**src/design/sacl_pkg.sv**
```systemverilog
// Shared types and constants of the set-associative LRU cache directory.
package sacl_pkg;

    localparam int ADDR_W    = 64;
    localparam int TOTAL_W   = 32;
    localparam int OUT_WAY_W = 3;
    localparam int CFG_IDX_W = 2;
    localparam int CFG_DAT_W = 6;
    localparam int SBITS_W   = 3;
    localparam int OBITS_W   = 6;
    localparam int WAYS_W    = 4;
    localparam int SHIFT_W   = 7;
    localparam int M_DATA_W  = 104;

    localparam logic [SBITS_W-1:0] SBITS_RESET = 3'd4;
    localparam logic [OBITS_W-1:0] OBITS_RESET = 6'd4;
    localparam logic [WAYS_W-1:0]  WAYS_RESET  = 4'd1;

    typedef enum logic [CFG_IDX_W-1:0] {
        CFG_SET_BITS    = 2'd0,
        CFG_OFFSET_BITS = 2'd1,
        CFG_WAYS        = 2'd2,
        CFG_UNUSED      = 2'd3
    } cfg_index_t;

    typedef enum logic [1:0] {
        MODE_LOAD   = 2'd0,
        MODE_STORE  = 2'd1,
        MODE_MODIFY = 2'd2,
        MODE_NONE   = 2'd3
    } mode_t;

    typedef enum logic [1:0] {
        OUT_HIT   = 2'd0,
        OUT_FILL  = 2'd1,
        OUT_EVICT = 2'd2
    } outcome_t;

    typedef enum logic [1:0] {
        ST_CLEAR,
        ST_IDLE,
        ST_EVAL,
        ST_SECOND
    } state_t;

    typedef struct packed {
        logic     hit;
        logic     evict;
        outcome_t outcome;
    } sacl_decision_t;

endpackage

```
**src/design/sacl_lookup.sv**
```systemverilog
// Set evaluation: tag match, first empty way and LRU victim over one set row.
module sacl_lookup #(
    parameter int MAX_WAYS    = 8,
    parameter int STAMP_WIDTH = 32,
    parameter int WAY_W       = 3,
    parameter int WCNT_W      = 4
) (
    input  logic [MAX_WAYS-1:0]                  row_valid,
    input  logic [MAX_WAYS-1:0][sacl_pkg::ADDR_W-1:0] row_tag,
    input  logic [MAX_WAYS-1:0][STAMP_WIDTH-1:0] row_stamp,
    input  logic [sacl_pkg::ADDR_W-1:0]          tag,
    input  logic [WCNT_W-1:0]                    ways,
    output sacl_pkg::sacl_decision_t             decision,
    output logic [WAY_W-1:0]                     way
);

    import sacl_pkg::*;

    localparam int TREE_LVL = (MAX_WAYS > 1) ? $clog2(MAX_WAYS) : 0;
    localparam int LEAVES   = 2 ** TREE_LVL;

    logic [MAX_WAYS-1:0] active;
    logic [MAX_WAYS-1:0] hit_vec;
    logic [MAX_WAYS-1:0] empty_vec;
    logic [WAY_W-1:0]    hit_way;
    logic [WAY_W-1:0]    fill_way;

    logic                   node_act   [2*LEAVES];
    logic [WAY_W-1:0]       node_idx   [2*LEAVES];
    logic [STAMP_WIDTH-1:0] node_stamp [2*LEAVES];

    always_comb begin
        for (int w = 0; w < MAX_WAYS; w++) begin
            active[w]    = (w < int'(ways));
            hit_vec[w]   = active[w] && row_valid[w] && (row_tag[w] == tag);
            empty_vec[w] = active[w] && !row_valid[w];
        end
    end

    // Priority encoders: lowest way wins.
    always_comb begin
        hit_way  = '0;
        fill_way = '0;
        for (int w = MAX_WAYS - 1; w >= 0; w--) begin
            if (hit_vec[w]) begin
                hit_way = WAY_W'(w);
            end
            if (empty_vec[w]) begin
                fill_way = WAY_W'(w);
            end
        end
    end

    // Min tree; on equal stamps keep the left (lower) way.
    always_comb begin
        for (int i = 0; i < 2 * LEAVES; i++) begin
            node_act[i]   = 1'b0;
            node_idx[i]   = '0;
            node_stamp[i] = '0;
        end
        for (int i = 0; i < MAX_WAYS; i++) begin
            node_act[LEAVES + i]   = active[i];
            node_idx[LEAVES + i]   = WAY_W'(i);
            node_stamp[LEAVES + i] = row_stamp[i];
        end
        for (int i = LEAVES - 1; i >= 1; i--) begin
            if (!node_act[2*i] ||
                (node_act[2*i+1] && (node_stamp[2*i] > node_stamp[2*i+1]))) begin
                node_act[i]   = node_act[2*i+1];
                node_idx[i]   = node_idx[2*i+1];
                node_stamp[i] = node_stamp[2*i+1];
            end else begin
                node_act[i]   = node_act[2*i];
                node_idx[i]   = node_idx[2*i];
                node_stamp[i] = node_stamp[2*i];
            end
        end
    end

    always_comb begin
        decision.hit   = |hit_vec;
        decision.evict = 1'b0;
        if (|hit_vec) begin
            decision.outcome = OUT_HIT;
            way              = hit_way;
        end else if (|empty_vec) begin
            decision.outcome = OUT_FILL;
            way              = fill_way;
        end else begin
            decision.outcome = OUT_EVICT;
            decision.evict   = 1'b1;
            way              = node_idx[1];
        end
    end

endmodule

```
**config.mk**
```make
export PLATFORM = sky130hd
export DESIGN_NAME = sacl_lookup
export DESIGN_NICKNAME = d
export VERILOG_FILES = /design/src/design/sacl_pkg.sv /design/src/design/sacl_lookup.sv
export SDC_FILE = /design/constraint.sdc
export NUM_CORES = 1
export LEC_CHECK = 0
export ABC_AREA = 1
export BUFFER_PORTS_ARGS = -buffer_cell sky130_fd_sc_hd__buf_2
export CAP_MARGIN = 20
export CORE_AREA = 2 2 333 335
export DETAILED_ROUTE_END_ITERATION = 6
export DIE_AREA = 0 0 335 337
export GPL_TIMING_DRIVEN = 0
export PLACE_DENSITY = 0.46
export SETUP_SLACK_MARGIN = 0.3
export SYNTH_ARGS = -nofsm -noshare
export SYNTH_HDL_FRONTEND = slang
export SYNTH_SLANG_ARGS = --single-unit
```
**constraint.sdc**
```tcl
create_clock -name vclk -period 8.5
set_input_delay 0.85 -clock vclk [all_inputs]
set_output_delay 0.85 -clock vclk [all_outputs]
set_load 0.02 [all_outputs]
```
==> results of run 1 <==
metal layers:
layer  track usage, %  up-vias  wire length (um)
met1            26.63    11080             54250
met2            45.63     1224             72860
li1                 -    11720                 -
met5                0        -               277
met4            17.23       38             11760
met3            5.280      337             11320
worst max-delay path: cells and delay by family:
family,cells,cell delay (ps)
buffers and inverters,6,1320
AND/OR/NAND/NOR,21,1960
AO/OA/AOI/OAI,9,1920
adder cells (fa/ha/maj),3,930
final cells by class:
class                           instances  area share [%]
Antenna cell                           47          0.5243
Buffer                                 95           2.426
Inverter                              471           7.882
Multi-Input combinational cell       2588           62.85
Tap cell                             1426           7.954
Timing Repair Buffer                  821           18.36
power groups by stage:
stage	clock [mW]	sequential (mW)	combinational, mW
after floorplan	0	0	0.934
after global placement	0	0	1.71
after detailed placement	0	0	1.73
after CTS	0	0	1.74
after global routing	0.000000317	0	1.92
final	0.000000711	0	1.74
cells by family (layout without fill, tap and decap cells):
group | count (synthesis) | after routing | synth area share (%)
xor+xnor | 135 | 135 | 7.230
compound gates | 621 | 621 | 21.55
simple gates | 1608 | 1608 | 40.02
fa+ha+maj | 224 | 224 | 17.14
other cells | 0 | 47 | 0
buf+inv | 566 | 1387 | 14.07
cell usage after synthesis (all sizes together) (2+ instances only):
cell	n	area, sq um
nor4	4	52.55
nor2	357	1363
o21a	11	82.58
xor2	71	621.9
a31oi	2	12.51
o21ai	450	2567
ha	224	2803
o21bai	2	15.01
a21o	2	15.01
nand2	1071	4123
nand3	61	305.3
inv	469	1760
buf	84	491.7
nand4	34	212.7
clkinv	2	7.510
o22ai	17	106.4
or2	52	325.3
clkbuf	11	41.29
o211ai	6	45.04
nand3b	2	15.01
nor3	25	135.1
xnor2	64	560.5
a21oi	125	629.4
a21boi	2	15.01
final timing paths:
| check | startpoint | to |
|---|---|---|
| worst max-delay path | row_stamp[5] | way[2] |
| worst min-delay path | row_valid[1] | way[0] |
per-stage QoR:
stage / power (mW) / setup slack [ps]
2_1_floorplan: 0.9340 / 2374
3_3_place_gp: 1.713 / -139.0
3_5_place_dp: 1.725 / -176.0
4_1_cts: 1.735 / 392.3
5_1_grt: 1.918 / 293.0
6_report: 1.741 / 624.3
what timing repair did:
item,4_1_cts,5_1_grt
buffers inserted,0,3
pin swaps,0,1
cloned,0,0
gates resized for setup,5,23
hold buffers,0,0
setup endpoints to repair,2,3
==> metrics.yaml, run 1 <==
outcome: "completed"
internal_power_uw: 601.7
final_cell_mix: "1,046 x nand2_1, 888 x buf_2, 395 x inv_1, 350 x nor2_1, 224 x ha_1"
finalCritPeriodShare_pct: 92.66
yosysWarnings: 0
criticalPathCategory: "in2out"
area.growth.synth_to_final_pct: 37.17
n_sequential_cell: 0
power_frac_seq_pct: 0
dp.cells: 5398
cp_max_fo: 10
multi_input_area_sq_um: 14100
clkPwrFrac_pct: 0
setup-violations-final: 0
start_kind: "input port"
syn_nets: 4222
cpMostUsedCell: "nand2_1"
final_common_cell: "nand2_1"
vias: 24400
max_freq_mhz: 127.0
stdcell_area_sq_um: 22430
ys_seq_area_share_pct: 0
drv_slew: 0
period_needed_ps: 7876
syn_inst: 3154
first_iter_violations: 1698
wl_per_cell_um: 27.62
die_h_um: 337
min_path_cells: 6
grt_use_total_pct: 25.39
power.leakage_nw: 12.57
arrival_ps: 7030
synth_area_sq_um: 16350
drive_gt1_share_pct: 27.62
io_pins: 851
max_slew_margin_pct: 39.95
avgSynthCellArea_sq_um: 5.185
swShare_pct: 65.44
grt_max_degree: 11
hp-class: "in2out"
dieArea_sq_um: 112900
port_buffers: 817
coreArea_sq_um: 109600
start_util_pct: 14.92
drv_cap: 0
comb_power_share_pct: 100.0
fin_hold_ws_ps: 2365
fillers: 13130
p_sw_mw: 1.139
worstMarginPinSlew_ps: 891.3
final_nets: 5045
post-route-drc-count: 0
finalWirelength_mm: 150.5
crit_path_max_incr_delay_ps: 470
grt_pass1_wl_mm: 194.0
crit_slowest_cell: "o21ai_1"
num_rows: 122
regArea_sq_um: 0
synth_cell_types: 48
hold_viol_final: 0
antenna_left: 0
gp_congestion: 1.051
overflow: 0
fp.dieW_um: 335
cp-end-kind: "output port"
p_per_area_nw_per_um2: 77.61
finalSetupTns_ps: 0
vias_per_cell: 4.478
critPathRequiredTime_ps: 7650
ir_drop_v: 0.00002710
dpl.hpwl_mm: 134.8
placed_cell_area_sq_um: 22230
post-route-util_pct: 20.47
rsz0062_at_grt: "false"
antenna_found_initial: 98
grt_pass1_vias: 23470
clock_buffer_count: 0
first_pass_iters: 6
fin_cells: 5448
No activity file was read; power rests on OpenSTA's default activity.
==> inputs of run 2 (changes only) <==
Settings changed: BUFFER_PORTS_ARGS -buffer_cell sky130_fd_sc_hd__buf_2 to default, CORE_AREA 2 2 333 335 to 2 2 334 336, DIE_AREA 0 0 335 337 to 0 0 336 338, DONT_BUFFER_PORTS from default to 1, PLACE_DENSITY 0.46 to default.
==> metrics.yaml, run 2 (synthesis results as in run 1) <==
outcome: "completed"
finalWirelength_mm: 147.5
arrival_ps: 6850
die_h_um: 338
dpl.hpwl_mm: 133.1
finalCritPeriodShare_pct: 90.58
final_common_cell: "nand2_1"
crit_slowest_cell: "a21oi_4"
gp_congestion: 1.040
wl_per_cell_um: 31.65
min_path_cells: 4
coreArea_sq_um: 110100
fp.dieW_um: 336
fin_cells: 4661
start_kind: "input port"
overflow: 0
antenna_found_initial: 25
final_nets: 4226
io_pins: 851
area.growth.synth_to_final_pct: 12.23
grt_max_degree: 11
criticalPathCategory: "in2out"
first_iter_violations: 1755
final_cell_mix: "1,045 x nand2_1, 395 x inv_1, 347 x nor2_1, 224 x o21ai_1, 224 x ha_1"
vias_per_cell: 4.620
setup-violations-final: 0
critPathRequiredTime_ps: 7650
place_ws_ps: -248.8
placed_cell_area_sq_um: 18220
grt_pass1_vias: 20500
finalSetupTns_ps: 0
finalWorstSetupSlack_ps: 800.5
first_pass_iters: 6
post-route-drc-count: 0
cp-end-kind: "output port"
whs_endpoint: "way[0]"
p_per_area_nw_per_um2: 79.79
dieArea_sq_um: 113600
power.leakage_nw: 9.355
ctsHoldBuffers: 0
drive_gt1_share_pct: 8.904
period_needed_ps: 7700
hp-class: "in2out"
max_freq_mhz: 129.9
max_slew_margin_pct: 28.64
num_rows: 122
crit_buf_inv: 4
clock_buffer_count: 0
cp_max_fo: 10
ir_drop_v: 0.00002606
regArea_sq_um: 0
worstMarginPinSlew_ps: 1063
dp.cells: 4643
hold_viol_final: 0
drv_cap: 0
holdCritStartpoint: "row_valid[0]"
cp_top_family: "simple AND/OR/NAND/NOR gates"
cpMostUsedCell: "nand2_1"
drv_slew: 0
antenna_left: 0
port_buffers: 0
n_sequential_cell: 0
grt_use_total_pct: 24.56
crit_path_max_incr_delay_ps: 350
vias: 21530
grt_pass1_wl_mm: 184.7
rsz0062_at_grt: "false"
stdcell_area_sq_um: 18350
fin_hold_ws_ps: 2091
start_util_pct: 14.86
run 2: changes by cell type in the layout (fill, tap and decap cells not counted), sizes merged:
cell	delta
buf	-819
diode	-30
run 2: cell type report:
| class | instances | area [sq um] |
|---|---|---|
| Tap cell | 1488 | 1862 |
| Fill cell | 13050 | 91710 |
| Inverter | 471 | 1768 |
| Antenna cell | 17 | 42.54 |
| Buffer | 95 | 544.3 |
| Timing Repair Buffer | 2 | 15.01 |
| Multi-Input combinational cell | 2588 | 14120 |
run 2: timing repair:
item | in CTS | in global routing
pin swaps | 1 | 3
gates resized for setup | 10 | 19
endpoints found under the setup margin | 3 | 3
buffers inserted | 1 | 0
run 2: per-stage QoR:
| stage | power (mW) | utilization (%) |
|---|---|---|
| 5_1_grt | 1.617 | 16.66 |
| 4_1_cts | 1.462 | 16.60 |
| 3_5_place_dp | 1.453 | 16.56 |
| 6_report | 1.464 | 16.68 |
| 3_3_place_gp | 1.428 | 16.55 |
| 2_1_floorplan | 0.9340 | - |
run 2: worst max-delay path by stage:
stage | from | endpoint | cells after the start
after floorplan | row_stamp[191] | way[2] | 38
after global placement | ways[3] | way[0] | 31
after detailed placement | ways[3] | way[0] | 31
after CTS | row_stamp[231] | way[0] | 36
after global routing | row_stamp[63] | way[1] | 35
final | row_stamp[63] | way[0] | 35
run 2: worst min-delay path, delay by kind of cell:
kind               cells  cell delay, ps
and+or+nand+nor        3             340
AOI/OAI and AO/OA      1              50
run 2: where the power goes:
group            total, mW  internal [mW]  switching [mW]
clock          0.000000279    0.000000279               0
sequential               0              0               0
combinational         1.46          0.470           0.994
total                 1.46          0.470           0.994
run 2: per-layer routing:
layer / track usage, % / vias up / wire [um]
li1: - / 10030 / -
met1: 24.18 / 9872 / 49380
met2: 44.45 / 1284 / 72260
met3: 5.886 / 344 / 12110
met4: 19.07 / 8 / 13680
met5: 0 / - / 96
