<file path="src/design/sacl_ram.sv">
// Generic simple dual-port RAM: one write port, one registered read port.
module sacl_ram #(
    parameter int WIDTH = 8,
    parameter int DEPTH = 2
) (
    input  logic                     aclk,
    input  logic                     we,
    input  logic [$clog2(DEPTH)-1:0] waddr,
    input  logic [WIDTH-1:0]         wdata,
    input  logic                     re,
    input  logic [$clog2(DEPTH)-1:0] raddr,
    output logic [WIDTH-1:0]         rdata
);

    logic [WIDTH-1:0] mem [DEPTH];
    logic [WIDTH-1:0] rdata_reg;

    always_ff @(posedge aclk) begin
        if (we) begin
            mem[waddr] <= wdata;
        end
        if (re) begin
            rdata_reg <= mem[raddr];
        end
    end

    assign rdata = rdata_reg;

endmodule

</file>
<file path="config.mk">
export PLATFORM = sky130hd
export DESIGN_NAME = sacl_ram
export DESIGN_NICKNAME = d
export VERILOG_FILES = /design/src/design/sacl_ram.sv
export SDC_FILE = /design/constraint.sdc
export NUM_CORES = 1
export LEC_CHECK = 0
export BUFFER_PORTS_ARGS = -buffer_cell sky130_fd_sc_hd__buf_2
export CAP_MARGIN = 10
export CORE_MARGIN = 1
export CORE_UTILIZATION = 55
export CTS_BUF_LIST = sky130_fd_sc_hd__clkbuf_4
export DETAILED_ROUTE_END_ITERATION = 10
export PLACE_DENSITY = 0.79
export SYNTH_ARGS = -nofsm -noshare
export SYNTH_HDL_FRONTEND = slang
export SYNTH_SLANG_ARGS = --single-unit
</file>
<file path="constraint.sdc">
create_clock -name aclk -period 2.5 [get_ports aclk]
set_input_delay 0.25 -clock aclk [delete_from_list [all_inputs] [get_ports aclk]]
set_output_delay 0.25 -clock aclk [all_outputs]
set_load 0.01 [all_outputs]
</file>
==> metrics.md, run 1 <==
| Metric | Value |
|---|---|
| Status | complete, no violations |
| Util after Layout | 72.2% |
| Post-Synthesis Cells | 35 |
| # rows | 13 |
| Setup slack after placement | 1.24 ns |
| Mapped cell area | 865 µm² |
| Final WL | 939 µm |
| Clock latency on the worst-skew pair | 0.31 ns |
| Sw Share | 19.4% |
| Syn_nets | 48 |
| Max incr delay on CP | 0.38 ns |
| H-tree lvl count | 1 |
| Total power | 0.699 mW |
| RSZ-0062 raised after global routing | no |
| Via Count | 379 |
| Num CTS Buffers | 3 |
| Clock network power share | 23.3% |
| Seq/Total Area, Yosys | 83.4% |
| Layout cells sized above 1 | 53.4% |
| Leakage | 0.393 nW |
| Synthesis-to-layout area growth | 15.5% |
| # hold bufs at CTS | 0 |
| Hold crit path type | in2reg |
| Clk buf depth | 2 |
| Final net count | 72 |
| CTS tree | built |
| Clock-pin slew on the worst setup and hold paths | 0.12 ns |
| Comb pwr share | 7.8% |
| Root buffer cell | clkbuf_4 |
| YS warnings | 0 |
| Routed len/inst | 12.9 µm |
| Fin Setup TNS | 0 ns |
| Most frequent cells in the layout | edfxtp_1, buf_2, mux2_4 |
| Routed Antenna Nets | 0 |
| Critical path cell sequence | buf_2 |
| Initial core utilization | 62.5% |
| DRC | 0 |
| Post-cts sizing count | 0 |
| Vias in the first global route | 376 |
| GRT Util Overall | 12.5% |
| Core area | 0.00138 mm² |
| Power density over cell area | 700 mW/mm² |
| Setup violators final | 0 |
| Starting DRT DRC Count | 3 |
| Fmax | 0.919 GHz |
| Crit path DAT | 0.84 ns |
| Yosys reg bits | 24 |
| # IOs | 21 |
| Tmin final | 1.09 ns |
| Setup ws final | 1.41 ns |
| Max Cap Viol | 0 |
| CP startpoint kind | register |
| Max reg flops | 16 |
| FILL cells | 81 |
| Post-Layout Cell Count | 73 |
| CP delay by family, top | flip-flops |
| Die Span Y | 41.6 µm |
| Placed cells | 69 |
| Grt total ovfl | 0 |
| Synth cell types | 5 |
| Most common cell after layout, fill and taps aside | edfxtp_1 |
| Int Power | 0.564 mW |
| Hold violation count in the final report | 0 |
| Worst Tran Pin Value | 0.660 ns |
| Synth Area per Inst | 24.7 µm² |
| Port Buffer Count | 20 |
| Kind of end point of the critical path | output port |
| Die width | 41.6 µm |
| Vias/cell | 5.19 |
| Slew HR | 55.9% |
| WS Path Type | reg2out |
| Initial antenna violation count | 0 |
| Crit path buf inv count | 1 |
| Final setup skew | 0.00985 ns |
| Die area | 0.00173 mm² |
| WP data required | 2.25 ns |
| # Post-CTS Setup Buffers | 0 |
| CP max stage cell | edfxtp_1 |
| Sw power | 0.136 mW |
| CP Max Fanout | 1 |
| Slew Viols, Final | 0 |
| RePlAce Congestion | 0.621 |
| Tcrit/Tclk final | 43.5% |
| Sequential share of power | 68.8% |
| Pre-antenna DRT Iters | 2 |
| Global-route wire length before repair | 1510 µm |
| VDD IR-drop max | 0.000499 V |
| Largest net degree at the start of global routing | 14 |
| Clock Sinks | 24 |
| # diodes | 0 |
[layout make-up]
| type | instances | area (µm²) | area share, % |
|---|---|---|---|
| clock buffers | 3 | 22.5 | 2.26 |
| clock inverters | 1 | 3.75 | 0.376 |
| multi-input cells | 10 | 133 | 13.3 |
| flip-flops and latches | 24 | 721 | 72.2 |
| well taps | 15 | 18.8 | 1.88 |
| repair buffers | 20 | 100 | 10.0 |
[synthesized netlist by cell type]
master     n  area share [%]
mux2_4     8              14
nor2b_1    1            0.72
and2_1     1            0.72
edfxtp_1  24              83
buf_6      1             1.3
[metal layers]
metal  routed length (µm)  up-vias  global-route usage (%)
li1                     -      183                       -
met1                  395      171                    14.3
met2                  452       21                    18.8
met3                   68        4                    4.78
met4                   23        0                    9.68
met5                    0        -                       0
[cell families after synthesis]
family | Yosys count | share of synthesized area [%]
buffers and inverters | 1 | 1.30
DFF | 24 | 83.4
muxes | 8 | 13.9
and+or+nand+nor | 2 | 1.45
[through the flow]
step,cell area [µm²],hold slack (ns)
finish,998,0.117
global route,998,0.0965
CTS,998,0.114
detailed placement,972,0.442
global placement,972,0.438
floorplan,865,0.349
[power groups by stage]
stage | Clock [mW] | Combinational [mW] | Sequential (mW)
global placement | 0 | 0.0529 | 0.490
floorplan | 0 | 0.0275 | 0.495
detailed placement | 0 | 0.0556 | 0.491
CTS | 0.167 | 0.0556 | 0.482
finish | 0.163 | 0.0547 | 0.481
global route | 0.190 | 0.0587 | 0.484
[worst paths after layout]
path | slack, ns | end | cells past startpoint | start
setup / recovery | 1.41 | rdata[7] | 1 | rdata[7]
hold / removal | 0.12 | mem[0][7] | 1 | wdata[7]
setup reg to reg | 1.59 | rdata[2] | 1 | mem[0][2]
hold reg to reg | 0.56 | rdata[2] | 1 | mem[1][2]
(Power assumes the default switching activity.)
==> inputs of run 2 (changes only) <==
--- a/config.mk
+++ b/config.mk
@@ -5,13 +5,15 @@
 export SDC_FILE = /design/constraint.sdc
 export NUM_CORES = 1
 export LEC_CHECK = 0
+export ABC_AREA = 1
 export BUFFER_PORTS_ARGS = -buffer_cell sky130_fd_sc_hd__buf_2
 export CAP_MARGIN = 10
+export CORE_ASPECT_RATIO = 0.75
 export CORE_MARGIN = 1
-export CORE_UTILIZATION = 55
+export CORE_UTILIZATION = 48
 export CTS_BUF_LIST = sky130_fd_sc_hd__clkbuf_4
 export DETAILED_ROUTE_END_ITERATION = 10
-export PLACE_DENSITY = 0.79
+export PLACE_DENSITY = 0.73
 export SYNTH_ARGS = -nofsm -noshare
 export SYNTH_HDL_FRONTEND = slang
 export SYNTH_SLANG_ARGS = --single-unit
==> constraint.sdc (replaced) <==
create_clock -name aclk -period 0.9 [get_ports aclk]
set_input_delay 0.09 -clock aclk [delete_from_list [all_inputs] [get_ports aclk]]
set_output_delay 0.09 -clock aclk [all_outputs]
set_load 0.01 [all_outputs]
==> run 2 against run 1 <==
  * The flow now finishes with violations (negative setup slack)
  * Power rose to 3.2 times the previous value
  * Sequential share of layout area down 6.4 points
  * Die area up 11%
  * First-iteration DRC count up 33%
  * Non-clock buffer count up 9
  * Largest cell class unchanged
  * Highest routed layer unchanged
==> metrics.md, run 2 <==
| Metric | Value |
|---|---|
| Hold violation count in the final report | 0 (unchanged) |
| WS Path Type | reg2out (unchanged) |
| Reg2reg end | rdata[0] (was rdata[2]) |
| RePlAce Congestion | 0.734 (was 0.621) |
| Root buffer cell | clkbuf_4 (unchanged) |
| Final setup skew | 0.00392 ns (was 0.00985 ns) |
| Largest net degree at the start of global routing | 15 (was 14) |
| Yosys reg bits | 24 (unchanged) |
| Status | finished with violations (was complete, no violations) |
| Layout cells sized above 1 | 30.2% (was 53.4%) |
| Most common cell after layout, fill and taps aside | nand2_1 (was edfxtp_1) |
| Die area | 0.00192 mm² (was 0.00173 mm²) |
| Worst reg2reg path depth | 2 (was 1) |
| CP startpoint kind | register (unchanged) |
| Most used DFF post-synth | edfxtp_1 (unchanged) |
| WP data required | 0.81 ns (was 2.25 ns) |
| CP delay by family, top | flip-flops (unchanged) |
| Top post-synthesis cells by area | edfxtp_1, nand2_1, buf_6 (was edfxtp_1, mux2_4, buf_6) |
| Seq/Total Area, Yosys | 85.7% (was 83.4%) |
| Tmin final | 0.949 ns |
| Max reg flops | 16 (unchanged) |
| Area leader, netlist | edfxtp_1 (unchanged) |
| Worst Hold Path EP | rdata[2] (was mem[0][7]) |
| Setup ws final | -0.0487 ns (was 1.41 ns) |
| Total power | 2.24 mW (was 0.699 mW) |
| Max incr delay on CP | 0.40 ns (was 0.38 ns) |
| CP Max Fanout | 1 (unchanged) |
| Placed cells | 95 (was 69) |
| Synthesis-to-layout area growth | 30.4% (was 15.5%) |
| YS warnings | 0 (unchanged) |
| Vias/cell | 4.33 (was 5.19) |
| VDD IR-drop max | 0.00156 V (was 0.000499 V) |
| Clock-pin slew on the worst setup and hold paths | 0.12 ns (about the same) |
| Final net count | 100 (was 72) |
| Commonest cells post-synth | nand2_1, edfxtp_1, inv_1 (was edfxtp_1, mux2_4, and2_1, buf_6, nor2b_1) |
| Routed len/inst | 10.7 µm (was 12.9 µm) |
| Fin Setup TNS | -0.129 ns (was 0 ns) |
| Slew Viols, Final | 0 (unchanged) |
| Initial core utilization | 53.8% (was 62.5%) |
| Mapped cell area | 841 µm² (was 865 µm²) |
| Port Buffer Count | 20 (unchanged) |
| H-tree lvl count | 1 (unchanged) |
| Post-synth EDFFs | 24 (unchanged) |
| Post-Synthesis Cells | 54 (was 35) |
| Reg-to-reg slack, setup | 0.16 ns (was 1.59 ns) |
| RSZ-0062 raised after global routing | yes (was no) |
| Max Cap Viol | 0 (unchanged) |
| Critical path cell sequence | buf_2 (unchanged) |
| Hold crit path type | in2reg (unchanged) |
| Clock Sinks | 24 (unchanged) |
| Crit path DAT | 0.86 ns (was 0.84 ns) |
| # IOs | 21 (unchanged) |
| # diodes | 0 (unchanged) |
| Pre-antenna DRT Iters | 3 (was 2) |
| Worst Tran Pin Value | 0.311 ns (was 0.660 ns) |
| Crit path buf inv count | 1 (unchanged) |
| Core area | 0.00156 mm² (was 0.00138 mm²) |
| Global-route wire length before repair | 1840 µm (was 1510 µm) |
| Final WL | 1150 µm (was 939 µm) |
| # rows | 12 (was 13) |
| Power density over cell area | 2050 mW/mm² (was 700 mW/mm²) |
| Kind of end point of the critical path | output port (unchanged) |
| CP max stage cell | edfxtp_1 (unchanged) |
| CTS tree | built (unchanged) |
| Clk buf depth | 2 (unchanged) |
| Synth cell types | 6 (was 5) |
| Synth Area per Inst | 15.6 µm² (was 24.7 µm²) |
| Die Span Y | 38.2 µm (was 41.6 µm) |
| RR Startpoint | mem[1][0] (was mem[0][2]) |
| Slew HR | 79.2% (was 55.9%) |
| Failing checks | negative setup slack |
| Post-Layout Cell Count | 107 (was 73) |
| Most frequent cells in the layout | nand2_1, edfxtp_1, buf_2 (was edfxtp_1, buf_2, mux2_4) |
| Syn_nets | 67 (was 48) |
| Fmax | 1.05 GHz |
| Clock latency on the worst-skew pair | 0.31 ns (about the same) |
| Starting DRT DRC Count | 4 (was 3) |
| Leakage | 0.468 nW (was 0.393 nW) |
| Die width | 50.3 µm (was 41.6 µm) |
| Tcrit/Tclk final | 105% |
| Setup slack after placement | 0.104 ns (was 1.24 ns) |
| Num CTS Buffers | 3 (unchanged) |
| Hold path depth | 1 (unchanged) |
| Via Count | 463 (was 379) |
| Initial antenna violation count | 0 (unchanged) |
| Routed Antenna Nets | 0 (unchanged) |
| Async set-reset flop share out of synthesis | 0% (unchanged) |
| Vias in the first global route | 431 (was 376) |
| GRT Util Overall | 14.8% (was 12.5%) |
| # Post-CTS Setup Buffers | 0 (unchanged) |
| DRC | 0 (unchanged) |
| Most common cell in the netlist | nand2_1 (was edfxtp_1) |
| Yosys top cell area share | 85.7% (was 83.4%) |
| Grt total ovfl | 0 (unchanged) |
| Setup violators final | 8 (was 0) |
| HP Start | re (was wdata[7]) |
| Worst hold slack | 0.123 ns (was 0.117 ns) |
run 2: where the power goes:
part	switching (mW)	total, mW	internal, mW
Combinational	0.0843	0.161	0.0763
Clock	0.298	0.748	0.450
Sequential	0.0170	1.33	1.32
run 2: logic make-up (layout without fill, tap and decap cells):
family / count (synthesis) / after routing / synth area share, %
buffers and inverters: 4 / 36 / 2.68
flip-flops: 24 / 24 / 85.7
AND/OR/NAND/NOR: 26 / 26 / 11.6
run 2: area by class of cell:
cell class / instances / area [µm²]
Inverter: 3 / 11.3
Sequential cell: 24 / 721
Clock inverter: 1 / 30.0
Tap cell: 21 / 26.3
Multi-Input combinational cell: 26 / 97.6
Timing Repair Buffer: 29 / 188
Fill cell: 124 / 465
Clock buffer: 3 / 22.5
run 2: per-stage QoR:
| step | instance area (µm²) | utilization (%) |
|---|---|---|
| 2_1_floorplan | 841 | - |
| 3_3_place_gp | 963 | 61.7 |
| 3_5_place_dp | 963 | 61.7 |
| 4_1_cts | 1100 | 70.2 |
| 5_1_grt | 1100 | 70.2 |
| 6_report | 1100 | 70.2 |
run 2: metal layers:
layer  share of wire [%]  vias up  global-route usage, %
met3                 7.9        2                   7.54
met4                0.96        0                   6.25
met1                  42      198                   15.4
met2                  49       17                   25.7
met5                   0        -                      0
li1                    -      246                      -
run 2: worst max path at each step:
stage             start        end  slack (ns)  depth (start not counted)
3_5_place_dp      waddr  mem[1][4]        0.10                          3
3_3_place_gp      waddr  mem[1][4]        0.12                          3
2_1_floorplan        we  mem[0][0]        0.05                          2
4_1_cts        rdata[7]   rdata[7]       -0.08                          1
6_report       rdata[7]   rdata[7]       -0.05                          1
5_1_grt        rdata[7]   rdata[7]       -0.11                          1
run 2: what timing repair did:
| action | 4_1_cts | 5_1_grt |
|---|---|---|
| setup endpoints to repair | 8 | 8 |
| hold buffers | 8 | 0 |
| gates resized for setup | 0 | 0 |
| endpoints found under the hold margin | 16 | 0 |
| pin swaps | 0 | 0 |
==> inputs of run 3 (changes only) <==
--- a/config.mk
+++ b/config.mk
@@ -8,12 +8,11 @@
 export ABC_AREA = 1
 export BUFFER_PORTS_ARGS = -buffer_cell sky130_fd_sc_hd__buf_2
 export CAP_MARGIN = 10
-export CORE_ASPECT_RATIO = 0.75
 export CORE_MARGIN = 1
-export CORE_UTILIZATION = 48
+export CORE_UTILIZATION = 55
 export CTS_BUF_LIST = sky130_fd_sc_hd__clkbuf_4
 export DETAILED_ROUTE_END_ITERATION = 10
-export PLACE_DENSITY = 0.73
+export PLACE_DENSITY = 0.79
 export SYNTH_ARGS = -nofsm -noshare
 export SYNTH_HDL_FRONTEND = slang
 export SYNTH_SLANG_ARGS = --single-unit
==> constraint.sdc (replaced) <==
create_clock -name aclk -period 1.2 [get_ports aclk]
set_input_delay 0.12 -clock aclk [delete_from_list [all_inputs] [get_ports aclk]]
set_output_delay 0.12 -clock aclk [all_outputs]
set_load 0.01 [all_outputs]
==> run 3 against run 2 <==
  * The flow now finishes without violations
  * Combinational power decreased by 33%
  * Power decreased by 36%
  * Worst hold slack worse by 0.12 ns
  * Die area shrank 12%
  * Wire length grew 9.9%
  * Critical path depth unchanged
  * Critical path type unchanged
  * Design area is 8.9% lower
  * Clock-buffer cell count unchanged
  * Critical endpoint is now rdata[5]
  * Via count rose by 6.0%
  * Sequential power shrank 25%
  * Clock power decreased by 56%
==> metrics.md, run 3 (synthesized netlist as in run 2, its figures left out) <==
| Metric | Value |
|---|---|
| Status | complete, no violations (was finished with violations) |
| CP startpoint kind | register (unchanged) |
| CP max stage cell | edfxtp_1 (unchanged) |
| Clk buf depth | 2 (unchanged) |
| Synthesis-to-layout area growth | 18.8% (was 30.4%) |
| Clock Sinks | 24 (unchanged) |
| Routed len/inst | 13.4 µm (was 10.7 µm) |
| H-tree lvl count | 1 (unchanged) |
| Vias in the first global route | 439 (was 431) |
| Clock latency on the worst-skew pair | 0.30 ns (was 0.31 ns) |
| # rows | 13 (was 12) |
| Final setup skew | 0.00124 ns (was 0.00392 ns) |
| Die Span Y | 41.1 µm (was 38.2 µm) |
| Most frequent cells in the layout | nand2_1, edfxtp_1, buf_2 (unchanged) |
| CP Max Fanout | 1 (unchanged) |
| Num CTS Buffers | 3 (unchanged) |
| Hold violation count in the final report | 0 (unchanged) |
| RSZ-0062 raised after global routing | no (was yes) |
| Slew HR | 80.5% (was 79.2%) |
| Post-cts sizing count | 0 (unchanged) |
| VDD IR-drop max | 0.000976 V (was 0.00156 V) |
| DRC | 0 (unchanged) |
| Power density over cell area | 1440 mW/mm² (was 2050 mW/mm²) |
| Critical path cell sequence | buf_2 (unchanged) |
| Initial antenna violation count | 0 (unchanged) |
| Via Count | 491 (was 463) |
| Layout cells sized above 1 | 31.6% (was 30.2%) |
| Global-route wire length before repair | 1830 µm (was 1840 µm) |
| Fmax | 1.06 GHz |
| Tmin final | 0.939 ns |
| Slew Viols, Final | 0 (unchanged) |
| Grt total ovfl | 0 (unchanged) |
| Max incr delay on CP | 0.38 ns (was 0.40 ns) |
| Fin Setup TNS | 0 ns (was -0.129 ns) |
| Starting DRT DRC Count | 25 (was 4) |
| CTS tree | built (unchanged) |
| # IOs | 21 (unchanged) |
| Setup violators final | 0 (was 8) |
| Port Buffer Count | 20 (unchanged) |
| Clock-pin slew on the worst setup and hold paths | 0.11 ns (was 0.12 ns) |
| Final WL | 1260 µm (was 1150 µm) |
| Kind of end point of the critical path | output port (unchanged) |
| Hold crit path type | in2reg (unchanged) |
| Core area | 0.00137 mm² (was 0.00156 mm²) |
| RePlAce Congestion | 0.652 (was 0.734) |
| GRT Util Overall | 18.5% (was 14.8%) |
| Crit path buf inv count | 1 (unchanged) |
| WS Path Type | reg2out (unchanged) |
| Total power | 1.44 mW (was 2.24 mW) |
| Max reg flops | 16 (unchanged) |
| Initial core utilization | 61.5% (was 53.8%) |
| Setup slack after placement | 0.375 ns (was 0.104 ns) |
| Vias/cell | 5.22 (was 4.33) |
| Worst hold slack | 0.00391 ns (was 0.123 ns) |
| Final net count | 94 (was 100) |
| Crit path DAT | 0.82 ns (was 0.86 ns) |
| Die width | 41.1 µm (was 50.3 µm) |
| Setup ws final | 0.261 ns (was -0.0487 ns) |
| Largest net degree at the start of global routing | 13 (was 15) |
| Tcrit/Tclk final | 78.3% |
| Util after Layout | 73.1% (was 70.2%) |
| Worst Tran Pin Value | 0.293 ns (was 0.311 ns) |
| Root buffer cell | clkbuf_4 (unchanged) |
| WP data required | 1.08 ns (was 0.81 ns) |
| Leakage | 0.428 nW (was 0.468 nW) |
| Max Cap Viol | 0 (unchanged) |
| Pre-antenna DRT Iters | 4 (was 3) |
| CP delay by family, top | flip-flops (unchanged) |
| Die area | 0.00169 mm² (was 0.00192 mm²) |
| Routed Antenna Nets | 0 (unchanged) |
| # diodes | 0 (unchanged) |
| Most common cell after layout, fill and taps aside | nand2_1 (unchanged) |
[run 3: through the flow]
step / cells / area [µm²]
floorplan: 54 / 841
global placement: 89 / 956
detailed placement: 89 / 956
CTS: 93 / 988
global route: 94 / 998
finish: 94 / 998
[run 3: layout make-up]
cell class / instances / area [µm²]
Timing Repair Buffer: 23 / 128
Inverter: 3 / 11.3
Tap cell: 15 / 18.8
Clock buffer: 3 / 22.5
Fill cell: 97 / 368
Sequential cell: 24 / 721
Multi-Input combinational cell: 26 / 97.6
[run 3: metal layers]
metal	up-vias	GRT usage, %	share of wire, %
met1	227	17.6	36
met2	22	34.8	54
met5	-	0	0
met4	0	10.5	1.8
li1	238	-	-
met3	4	4.89	7.3
[run 3: what timing repair did]
action / 4_1_cts / 5_1_grt
endpoints found under the hold margin: 1 / 2
hold buffers: 1 / 1
buffers inserted: 0 / 0
[run 3: worst paths after layout]
path	from	endpoint	slack [ns]	cells past startpoint
max reg2reg	mem[0][5]	rdata[5]	0.40	2
max	rdata[5]	rdata[5]	0.26	1
min	wdata[7]	mem[0][7]	0.004	1
min reg2reg	mem[0][6]	rdata[6]	0.53	2
[run 3: report_power, final]
part	internal, mW	switching [mW]
Sequential	0.988	0.0150
Clock	0.117	0.209
Combinational	0.0446	0.0638
Total	1.15	0.288
